### config.mk
export PLATFORM = sky130hd
export DESIGN_NAME = trapezoidal_motion_profile_flat
export DESIGN_NICKNAME = d
export VERILOG_FILES = /design/src/rtl/tmprof_pkg.sv /design/src/rtl/tmprof_in_if.sv /design/src/rtl/tmprof_out_if.sv /design/src/rtl/tmprof_cfg_if.sv /design/src/rtl/trapezoidal_motion_profile.sv /design/src/flat_wrapper.sv
export SDC_FILE = /design/constraint.sdc
export NUM_CORES = 1
export LEC_CHECK = 0
export BUFFER_PORTS_ARGS = -buffer_cell sky130_fd_sc_hd__buf_2
export CAP_MARGIN = 20
export CORE_MARGIN = 8
export CORE_UTILIZATION = 30
export DETAILED_ROUTE_END_ITERATION = 16
export SETUP_SLACK_MARGIN = 0.4
export SLEW_MARGIN = 0
export SYNTH_ARGS = -nofsm -noshare
export SYNTH_HDL_FRONTEND = slang
export SYNTH_SLANG_ARGS = --single-unit
### constraint.sdc
create_clock -name i_clk -period 7.9 [get_ports i_clk]
set_input_delay 1.185 -clock i_clk [delete_from_list [all_inputs] [get_ports i_clk]]
set_output_delay 1.185 -clock i_clk [all_outputs]
set_load 0.01 [all_outputs]
### src/rtl/tmprof_pkg.sv
package tmprof_pkg;

    // Field widths
    localparam int SPEED_W  = 16;
    localparam int TICK_W   = 16;
    localparam int KIND_W   = 4;
    localparam int LEN_W    = 8;
    localparam int TPC_W    = 8;
    localparam int CFG_IDX_W = 3;
    localparam int CFG_DAT_W = 16;

    // Turn profile windows, in ticks
    localparam logic [TICK_W-1:0] ACCEL_TICKS  = TICK_W'(50);
    localparam logic [TICK_W-1:0] CRUISE_TICKS = TICK_W'(100);
    localparam logic [TICK_W-1:0] DECEL_TICKS  = TICK_W'(50);
    localparam logic [TICK_W-1:0] CRUISE_END   = ACCEL_TICKS + CRUISE_TICKS;
    localparam logic [TICK_W-1:0] DECEL_END    = CRUISE_END + DECEL_TICKS;
    localparam logic [TICK_W-1:0] TICK_MAX     = '1;

    // Request codes
    localparam logic REQ_START = 1'b0;
    localparam logic REQ_TICK  = 1'b1;

    // Movement kind ranges: straight up to and including the first, turn up to the second
    localparam logic [KIND_W-1:0] KIND_STRAIGHT_LAST = KIND_W'(1);
    localparam logic [KIND_W-1:0] KIND_TURN_LAST     = KIND_W'(9);

    // Configuration register indexes
    typedef enum logic [CFG_IDX_W-1:0] {
        CFG_LIN_MAX   = 3'd0,
        CFG_LIN_ACCEL = 3'd1,
        CFG_LIN_DECEL = 3'd2,
        CFG_LIN_END   = 3'd3,
        CFG_LIN_FLOOR = 3'd4,
        CFG_ANG_STEP  = 3'd5,
        CFG_ANG_MAX   = 3'd6,
        CFG_TICKS_CM  = 3'd7
    } t_cfg_idx;

    // Register reset values
    localparam logic [SPEED_W-1:0] RST_LIN_MAX   = SPEED_W'(10000);
    localparam logic [SPEED_W-1:0] RST_LIN_ACCEL = SPEED_W'(50);
    localparam logic [SPEED_W-1:0] RST_LIN_DECEL = SPEED_W'(100);
    localparam logic [SPEED_W-1:0] RST_LIN_END   = SPEED_W'(1100);
    localparam logic [SPEED_W-1:0] RST_LIN_FLOOR = SPEED_W'(1000);
    localparam logic [SPEED_W-1:0] RST_ANG_STEP  = SPEED_W'(1000);
    localparam logic [SPEED_W-1:0] RST_ANG_MAX   = SPEED_W'(55850);
    localparam logic [TPC_W-1:0]   RST_TICKS_CM  = TPC_W'(3);

    // One result beat
    typedef struct packed {
        logic [SPEED_W-1:0] linear_target;
        logic [SPEED_W-1:0] angular_target;
        logic               finished;
    } t_result;

endpackage

### src/rtl/tmprof_in_if.sv
interface tmprof_in_if;
    logic                                valid;
    logic                                ready;
    logic                                req_type;
    logic [tmprof_pkg::KIND_W-1:0]       movement_kind;
    logic [tmprof_pkg::LEN_W-1:0]        length_cm;

    modport source (output valid, output req_type, output movement_kind, output length_cm,
                    input ready);
    modport sink   (input valid, input req_type, input movement_kind, input length_cm,
                    output ready);
endinterface

### src/rtl/tmprof_out_if.sv
interface tmprof_out_if;
    logic                                valid;
    logic                                ready;
    logic [tmprof_pkg::SPEED_W-1:0]      linear_target;
    logic [tmprof_pkg::SPEED_W-1:0]      angular_target;
    logic                                finished;

    modport source (output valid, output linear_target, output angular_target,
                    output finished, input ready);
    modport sink   (input valid, input linear_target, input angular_target,
                    input finished, output ready);
endinterface

### src/rtl/tmprof_cfg_if.sv
interface tmprof_cfg_if;
    logic                                valid;
    logic                                ready;
    logic [tmprof_pkg::CFG_IDX_W-1:0]    index;
    logic [tmprof_pkg::CFG_DAT_W-1:0]    data;

    modport source (output valid, output index, output data, input ready);
    modport sink   (input valid, input index, input data, output ready);
endinterface

### src/rtl/trapezoidal_motion_profile.sv
// Channel   Dir  Beat carries
// i_in      in   req_type, movement_kind, length_cm
// o_out     out  linear_target, angular_target, finished
// i_cfg     in   index, data (register write)
//
// One beat a cycle while the skid entry is empty: a request updates the profile
// state at the edge that accepts it, and its result is loaded at that edge into
// the output register, or into the one skid entry while a result waits there.
// Input stalls only when both the output and skid registers are full.
// Synchronous active-low reset: profile state and valids cleared, registers set to reset values.
// Configuration writes are always taken, one a cycle.
module trapezoidal_motion_profile #(
    parameter logic [tmprof_pkg::TICK_W-1:0] ACCEL_TICKS  = tmprof_pkg::ACCEL_TICKS,
    parameter logic [tmprof_pkg::TICK_W-1:0] CRUISE_TICKS = tmprof_pkg::CRUISE_TICKS,
    parameter logic [tmprof_pkg::TICK_W-1:0] DECEL_TICKS  = tmprof_pkg::DECEL_TICKS
) (
    input  logic                 i_clk,
    input  logic                 i_rst_n,
    tmprof_in_if.sink            i_in,
    tmprof_out_if.source         o_out,
    tmprof_cfg_if.sink           i_cfg
);

    localparam int SW = tmprof_pkg::SPEED_W;
    localparam int TW = tmprof_pkg::TICK_W;

    // Turn window ends
    localparam logic [TW-1:0] CRUISE_END = ACCEL_TICKS + CRUISE_TICKS;
    localparam logic [TW-1:0] DECEL_END  = CRUISE_END + DECEL_TICKS;

    // Configuration registers
    logic [SW-1:0] r_lin_max, r_lin_accel, r_lin_decel, r_lin_end, r_lin_floor;
    logic [SW-1:0] r_ang_step, r_ang_max;
    logic [tmprof_pkg::TPC_W-1:0] r_ticks_cm;

    // Profile state
    logic [SW-1:0] r_lin_speed, n_lin_speed;
    logic [SW-1:0] r_ang_speed, n_ang_speed;
    logic [TW-1:0] r_elapsed, n_elapsed;
    logic [tmprof_pkg::KIND_W-1:0] r_mode, n_mode;
    logic [tmprof_pkg::LEN_W-1:0]  r_length, n_length;
    logic          r_finished, n_finished;

    // Output register and skid entry
    tmprof_pkg::t_result r_out, r_skid, n_result;
    logic                r_out_valid, r_skid_valid;

    logic in_fire, out_free;
    logic [TW-1:0] limit;
    logic [SW:0]   lin_sum, lin_diff, ang_sum;

    assign i_cfg.ready = 1'b1;
    assign i_in.ready  = !r_skid_valid;
    assign in_fire     = i_in.valid && !r_skid_valid;
    assign out_free    = !r_out_valid || o_out.ready;

    assign o_out.valid          = r_out_valid;
    assign o_out.linear_target  = r_out.linear_target;
    assign o_out.angular_target = r_out.angular_target;
    assign o_out.finished       = r_out.finished;

    // Register writes
    always_ff @(posedge i_clk) begin
        if (!i_rst_n) begin
            r_lin_max   <= tmprof_pkg::RST_LIN_MAX;
            r_lin_accel <= tmprof_pkg::RST_LIN_ACCEL;
            r_lin_decel <= tmprof_pkg::RST_LIN_DECEL;
            r_lin_end   <= tmprof_pkg::RST_LIN_END;
            r_lin_floor <= tmprof_pkg::RST_LIN_FLOOR;
            r_ang_step  <= tmprof_pkg::RST_ANG_STEP;
            r_ang_max   <= tmprof_pkg::RST_ANG_MAX;
            r_ticks_cm  <= tmprof_pkg::RST_TICKS_CM;
        end else if (i_cfg.valid) begin
            case (tmprof_pkg::t_cfg_idx'(i_cfg.index))
                tmprof_pkg::CFG_LIN_MAX:   r_lin_max   <= i_cfg.data;
                tmprof_pkg::CFG_LIN_ACCEL: r_lin_accel <= i_cfg.data;
                tmprof_pkg::CFG_LIN_DECEL: r_lin_decel <= i_cfg.data;
                tmprof_pkg::CFG_LIN_END:   r_lin_end   <= i_cfg.data;
                tmprof_pkg::CFG_LIN_FLOOR: r_lin_floor <= i_cfg.data;
                tmprof_pkg::CFG_ANG_STEP:  r_ang_step  <= i_cfg.data;
                tmprof_pkg::CFG_ANG_MAX:   r_ang_max   <= i_cfg.data;
                tmprof_pkg::CFG_TICKS_CM:  r_ticks_cm  <= i_cfg.data[tmprof_pkg::TPC_W-1:0];
                default: ;
            endcase
        end
    end

    // Ramp arithmetic, one extra bit for carry and borrow
    assign limit    = TW'(r_length) * TW'(r_ticks_cm);
    assign lin_sum  = {1'b0, r_lin_speed} + {1'b0, r_lin_accel};
    assign lin_diff = {1'b0, r_lin_speed} - {1'b0, r_lin_decel};
    assign ang_sum  = {1'b0, r_ang_speed} + {1'b0, r_ang_step};

    // Next profile state
    always_comb begin
        n_lin_speed = r_lin_speed;
        n_ang_speed = r_ang_speed;
        n_elapsed   = r_elapsed;
        n_mode      = r_mode;
        n_length    = r_length;
        n_finished  = r_finished;
        if (i_in.req_type == tmprof_pkg::REQ_START) begin
            n_elapsed  = '0;
            n_finished = 1'b0;
            n_mode     = i_in.movement_kind;
            n_length   = i_in.length_cm;
        end else begin
            if (r_mode <= tmprof_pkg::KIND_STRAIGHT_LAST) begin
                // straight: accelerate inside the window, then brake to the floor
                if (r_elapsed < limit) begin
                    if (r_lin_speed < r_lin_max) begin
                        n_lin_speed = (lin_sum < {1'b0, r_lin_max}) ? lin_sum[SW-1:0]
                                                                   : r_lin_max;
                    end
                end else if (r_lin_speed > r_lin_end) begin
                    n_lin_speed = (lin_diff[SW] || lin_diff[SW-1:0] < r_lin_floor)
                                  ? r_lin_floor : lin_diff[SW-1:0];
                end else begin
                    n_finished = 1'b1;
                end
                n_ang_speed = '0;
            end else if (r_mode <= tmprof_pkg::KIND_TURN_LAST) begin
                // turn: fixed accelerate, cruise and decelerate windows
                n_lin_speed = '0;
                if (r_elapsed <= ACCEL_TICKS) begin
                    n_ang_speed = (ang_sum < {1'b0, r_ang_max}) ? ang_sum[SW-1:0] : r_ang_max;
                end else if (r_elapsed <= CRUISE_END) begin
                    n_ang_speed = r_ang_max;
                end else if (r_elapsed <= DECEL_END) begin
                    n_ang_speed = (r_ang_speed > r_ang_step) ? r_ang_speed - r_ang_step : '0;
                end else begin
                    n_ang_speed = '0;
                    n_finished  = 1'b1;
                end
            end
            // saturating tick count
            if (r_elapsed != tmprof_pkg::TICK_MAX) begin
                n_elapsed = r_elapsed + TW'(1);
            end
        end
        n_result.linear_target  = n_lin_speed;
        n_result.angular_target = n_ang_speed;
        n_result.finished       = n_finished;
    end

    // State update on an accepted beat
    always_ff @(posedge i_clk) begin
        if (!i_rst_n) begin
            r_lin_speed <= '0;
            r_ang_speed <= '0;
            r_elapsed   <= '0;
            r_mode      <= '0;
            r_length    <= '0;
            r_finished  <= 1'b0;
        end else if (in_fire) begin
            r_lin_speed <= n_lin_speed;
            r_ang_speed <= n_ang_speed;
            r_elapsed   <= n_elapsed;
            r_mode      <= n_mode;
            r_length    <= n_length;
            r_finished  <= n_finished;
        end
    end

    // Output register with skid entry
    always_ff @(posedge i_clk) begin
        if (!i_rst_n) begin
            r_out_valid  <= 1'b0;
            r_skid_valid <= 1'b0;
        end else if (out_free) begin
            if (r_skid_valid) begin
                r_out_valid  <= 1'b1;
                r_skid_valid <= 1'b0;
            end else begin
                r_out_valid  <= in_fire;
            end
        end else if (in_fire) begin
            r_skid_valid <= 1'b1;
        end
    end

    always_ff @(posedge i_clk) begin
        if (out_free) begin
            r_out <= r_skid_valid ? r_skid : n_result;
        end else if (in_fire) begin
            r_skid <= n_result;
        end
    end

endmodule

### src/flat_wrapper.sv
// flat-port wrapper written by rule: the top's interface ports become plain ports
module trapezoidal_motion_profile_flat 
#(
    parameter logic [tmprof_pkg::TICK_W-1:0] ACCEL_TICKS  = tmprof_pkg::ACCEL_TICKS,
    parameter logic [tmprof_pkg::TICK_W-1:0] CRUISE_TICKS = tmprof_pkg::CRUISE_TICKS,
    parameter logic [tmprof_pkg::TICK_W-1:0] DECEL_TICKS  = tmprof_pkg::DECEL_TICKS
)
  (i_clk, i_rst_n, i_in_valid, i_in_req_type, i_in_movement_kind, i_in_length_cm, i_in_ready, o_out_valid, o_out_linear_target, o_out_angular_target, o_out_finished, o_out_ready, i_cfg_valid, i_cfg_index, i_cfg_data, i_cfg_ready);
  tmprof_in_if i_in_i ();
  tmprof_out_if o_out_i ();
  tmprof_cfg_if i_cfg_i ();
  input  logic i_clk;
  input  logic i_rst_n;
  input wire logic [$bits(i_in_i.valid)-1:0] i_in_valid;
  input wire logic [$bits(i_in_i.req_type)-1:0] i_in_req_type;
  input wire logic [$bits(i_in_i.movement_kind)-1:0] i_in_movement_kind;
  input wire logic [$bits(i_in_i.length_cm)-1:0] i_in_length_cm;
  output wire logic [$bits(i_in_i.ready)-1:0] i_in_ready;
  output wire logic [$bits(o_out_i.valid)-1:0] o_out_valid;
  output wire logic [$bits(o_out_i.linear_target)-1:0] o_out_linear_target;
  output wire logic [$bits(o_out_i.angular_target)-1:0] o_out_angular_target;
  output wire logic [$bits(o_out_i.finished)-1:0] o_out_finished;
  input wire logic [$bits(o_out_i.ready)-1:0] o_out_ready;
  input wire logic [$bits(i_cfg_i.valid)-1:0] i_cfg_valid;
  input wire logic [$bits(i_cfg_i.index)-1:0] i_cfg_index;
  input wire logic [$bits(i_cfg_i.data)-1:0] i_cfg_data;
  output wire logic [$bits(i_cfg_i.ready)-1:0] i_cfg_ready;
  assign i_in_i.valid = i_in_valid;
  assign i_in_i.req_type = i_in_req_type;
  assign i_in_i.movement_kind = i_in_movement_kind;
  assign i_in_i.length_cm = i_in_length_cm;
  assign i_in_ready = i_in_i.ready;
  assign o_out_valid = o_out_i.valid;
  assign o_out_linear_target = o_out_i.linear_target;
  assign o_out_angular_target = o_out_i.angular_target;
  assign o_out_finished = o_out_i.finished;
  assign o_out_i.ready = o_out_ready;
  assign i_cfg_i.valid = i_cfg_valid;
  assign i_cfg_i.index = i_cfg_index;
  assign i_cfg_i.data = i_cfg_data;
  assign i_cfg_ready = i_cfg_i.ready;
  trapezoidal_motion_profile #(.ACCEL_TICKS(ACCEL_TICKS), .CRUISE_TICKS(CRUISE_TICKS), .DECEL_TICKS(DECEL_TICKS)) u_core (.i_clk(i_clk), .i_rst_n(i_rst_n), .i_in(i_in_i), .o_out(o_out_i), .i_cfg(i_cfg_i));
endmodule
==> impl_metrics.toml <==
[logic_synthesis]
yosysUniqueCellTypes = 79
synth-simple-area-share_pct = 18.7
syn_area_per_cell_sq_um = 8.54
netlist_instances = 2089
syn_area_sq_um = 17800
synth_seq_cells = 248
yosys.area_share.adder_pct = 18.0
yosys_warnings = 0
synth-xor-area-share_pct = 3.54
ys_seq_area_share_pct = 31.5
synthMuxAreaShare_pct = 1.56
synth-compound-area-share_pct = 20.9
synthFlopType = "dfxtp_1"
syn_nets = 2359
async_flop_share_pct = 0
synth_top_family_by_area = "compound AO/OA/AOI/OAI gates"
synth_edf_count = 66

[drt]
ant_nets = 0
routed_wl_mm = 55.1
wl_per_cell_um = 18.8
dr.pass1.iters = 5
drc_errors = 0
dr_total_vias = 15500
drt_first_iter_violations = 1248
viasPerCell = 5.28

[timing]
fmax_ghz = 0.145
finalClockSkew_ns = 0.0372
setup_ws_ns = 1.02
rsz0062_at_grt = "no"
setup_viol = 0
min_period_ns = 6.88
finalSetupTns_ns = 0
maxSlewHeadroom_pct = 28.7
slew_violations = 0
tightest_slew_ns = 1.07
hold_viol = 0
hold_slack_ns = 0.468
fin_crit_sh_pct = 87.1

[job]
drv_cap = 0

[clock_tree]
postCtsSetupBuffers = 0
clkLatencyLatePin_ns = 0.60
numCtsBuffers = 31
clock_sinks = 248
cts_max_level = 1
tritoncts = "built"
clk_path_buf_depth = 3
cts_hold_buffers = 0
cts_root_buf = "clkbuf_16"
clkTransAtPathRegs_ns = 0.06

[die]
coreArea_sq_um = 58900
ios = 73
die_h_um = 260
die_w_um = 260
placementRows = 89
dieArea_sq_um = 67500
initial_utilization_pct = 30.3

[placed_design]
hpwlAfterDp_mm = 41.2
portBuffers = 70
place_congestion = 0.911
place_ws_ns = 0.621
place_inst = 2865

[setup_path]
critPathLaunchType = "register"
slowest_stage = "a221oi_1"
end_kind = "register"
worstSetupPathType = "register to register"
cp.arrival_ns = 7.35
cp_num_buf_inv = 5
crit_family = "adder cells"
slowest_delay_ns = 0.61
critPathRequiredTime_ns = 8.37
cp_max_fo = 15

[global_routing]
antenna_found_initial = 9
grt_pass1_vias = 15100
grt_use_total_pct = 15.9
grt_start_max_net_pins = 108
grt_first_pass_wirelength_mm = 86.2
grt_overflow = 0

[cells_and_area]
top_register = "u_core.r_skid"
final_nets = 2395
largest_reg_flops = 33
final_util_pct = 34.1
final_cells = 2928
layout-drive-gt1-share_pct = 8.05
layout_commonest_cell = "nand2_1"
layout_common_cells = "nand2_1, ha_1, dfxtp_1"
area_growth_syn_to_layout_pct = 12.5

[power_and_ir_drop]
vdd_drop_max_uv = 196
power.density_nw_per_um2 = 197
leakage_nw = 8.69

[min_path]
min-delay-path-class = "register to register"

[status]
status = "finished clean"
where the power goes:
part | switching, mW | internal, mW | total [mW]
Clock | 0.591 | 0.881 | 1.47
Sequential | 0.0757 | 1.39 | 1.47
Combinational | 0.624 | 0.397 | 1.02
area by class of cell:
cell class / count / area, sq um
fill: 6022 / 38800
multi-input combinational: 1582 / 11200
sequential: 248 / 5630
tap: 773 / 967
clock buffer: 45 / 890
inverter: 169 / 634
timing repair buffer: 93 / 538
clock inverter: 13 / 164
antenna: 5 / 12.5
final timing paths:
kind,from,endpoint,slack (ns),cells after the start
hold / removal,u_core.r_lin_decel[15],u_core.r_lin_decel[15],0.47,2
hold reg to reg,u_core.r_lin_decel[15],u_core.r_lin_decel[15],0.47,2
setup / recovery,u_core.r_length[0],u_core.o_out.linear_target[9],1.02,27
setup reg to reg,u_core.r_length[0],u_core.o_out.linear_target[9],1.02,27
cells by family after synthesis:
logic type,Yosys count
mux,27
fa+ha+maj,233
flops,248
compound gates,522
xor+xnor,72
simple gates,727
other cells,1
buf+inv,259
worst register-to-register path, delay by kind of cell (launching register included):
family,cells,cell delay (ns)
buffers and inverters,5,0.43
AO/OA/AOI/OAI,8,1.92
adder cells (fa/ha/maj),6,2.73
AND/OR/NAND/NOR,7,1.02
XOR/XNOR,1,0.13
flip-flops,1,0.52
through the flow:
step                      cell area [sq um]  power, mW
final                                 20100       3.96
after global routing                  20100       4.16
after CTS                             20000       3.99
after detailed placement              19000       2.50
after global placement                19000       2.48
after floorplan                       17800       2.16
Yosys cell counts (all sizes together) (9+ instances only):
master | count | area share (%)
nand2 | 346 | 7.3
ha | 193 | 14
dfxtp | 182 | 20
inv | 169 | 3.6
nor2 | 125 | 2.6
a21boi | 100 | 4.2
a21oi | 84 | 2.4
clkbuf | 72 | 1.5
edfxtp | 66 | 11
and2 | 64 | 2.2
o21ai | 64 | 1.8
xnor2 | 46 | 2.3
o211ai | 44 | 1.9
nand3 | 43 | 1.2
fa | 40 | 4.5
a22o | 33 | 1.6
a21o | 32 | 1.3
nor3 | 32 | 0.99
xor2 | 26 | 1.3
a31oi | 22 | 0.77
nand2b | 22 | 0.77
and3 | 21 | 0.76
mux2i | 21 | 1.2
a211oi | 19 | 0.83
a221o | 19 | 1.1
buf | 18 | 0.62
nand4 | 18 | 0.63
o21a | 17 | 0.72
nor2b | 15 | 0.53
a221oi | 13 | 0.71
o21bai | 10 | 0.42
or2 | 9 | 0.32
repair_timing:
item / CTS / global route
gates resized for setup: 0 / 2
endpoints found under the hold margin: 0 / 0
setup endpoints to repair: 0 / 32
per-layer routing:
layer / vias to the layer above / part of all wire (%) / global-route usage [%]
met4: 8 / 3.1 / 5.14
met1: 7471 / 46 / 22.0
met5: - / 0.10 / 0
met3: 104 / 6.7 / 2.61
met2: 463 / 44 / 25.1
li1: 7422 / - / -
No activity file was read; power rests on OpenSTA's default activity.
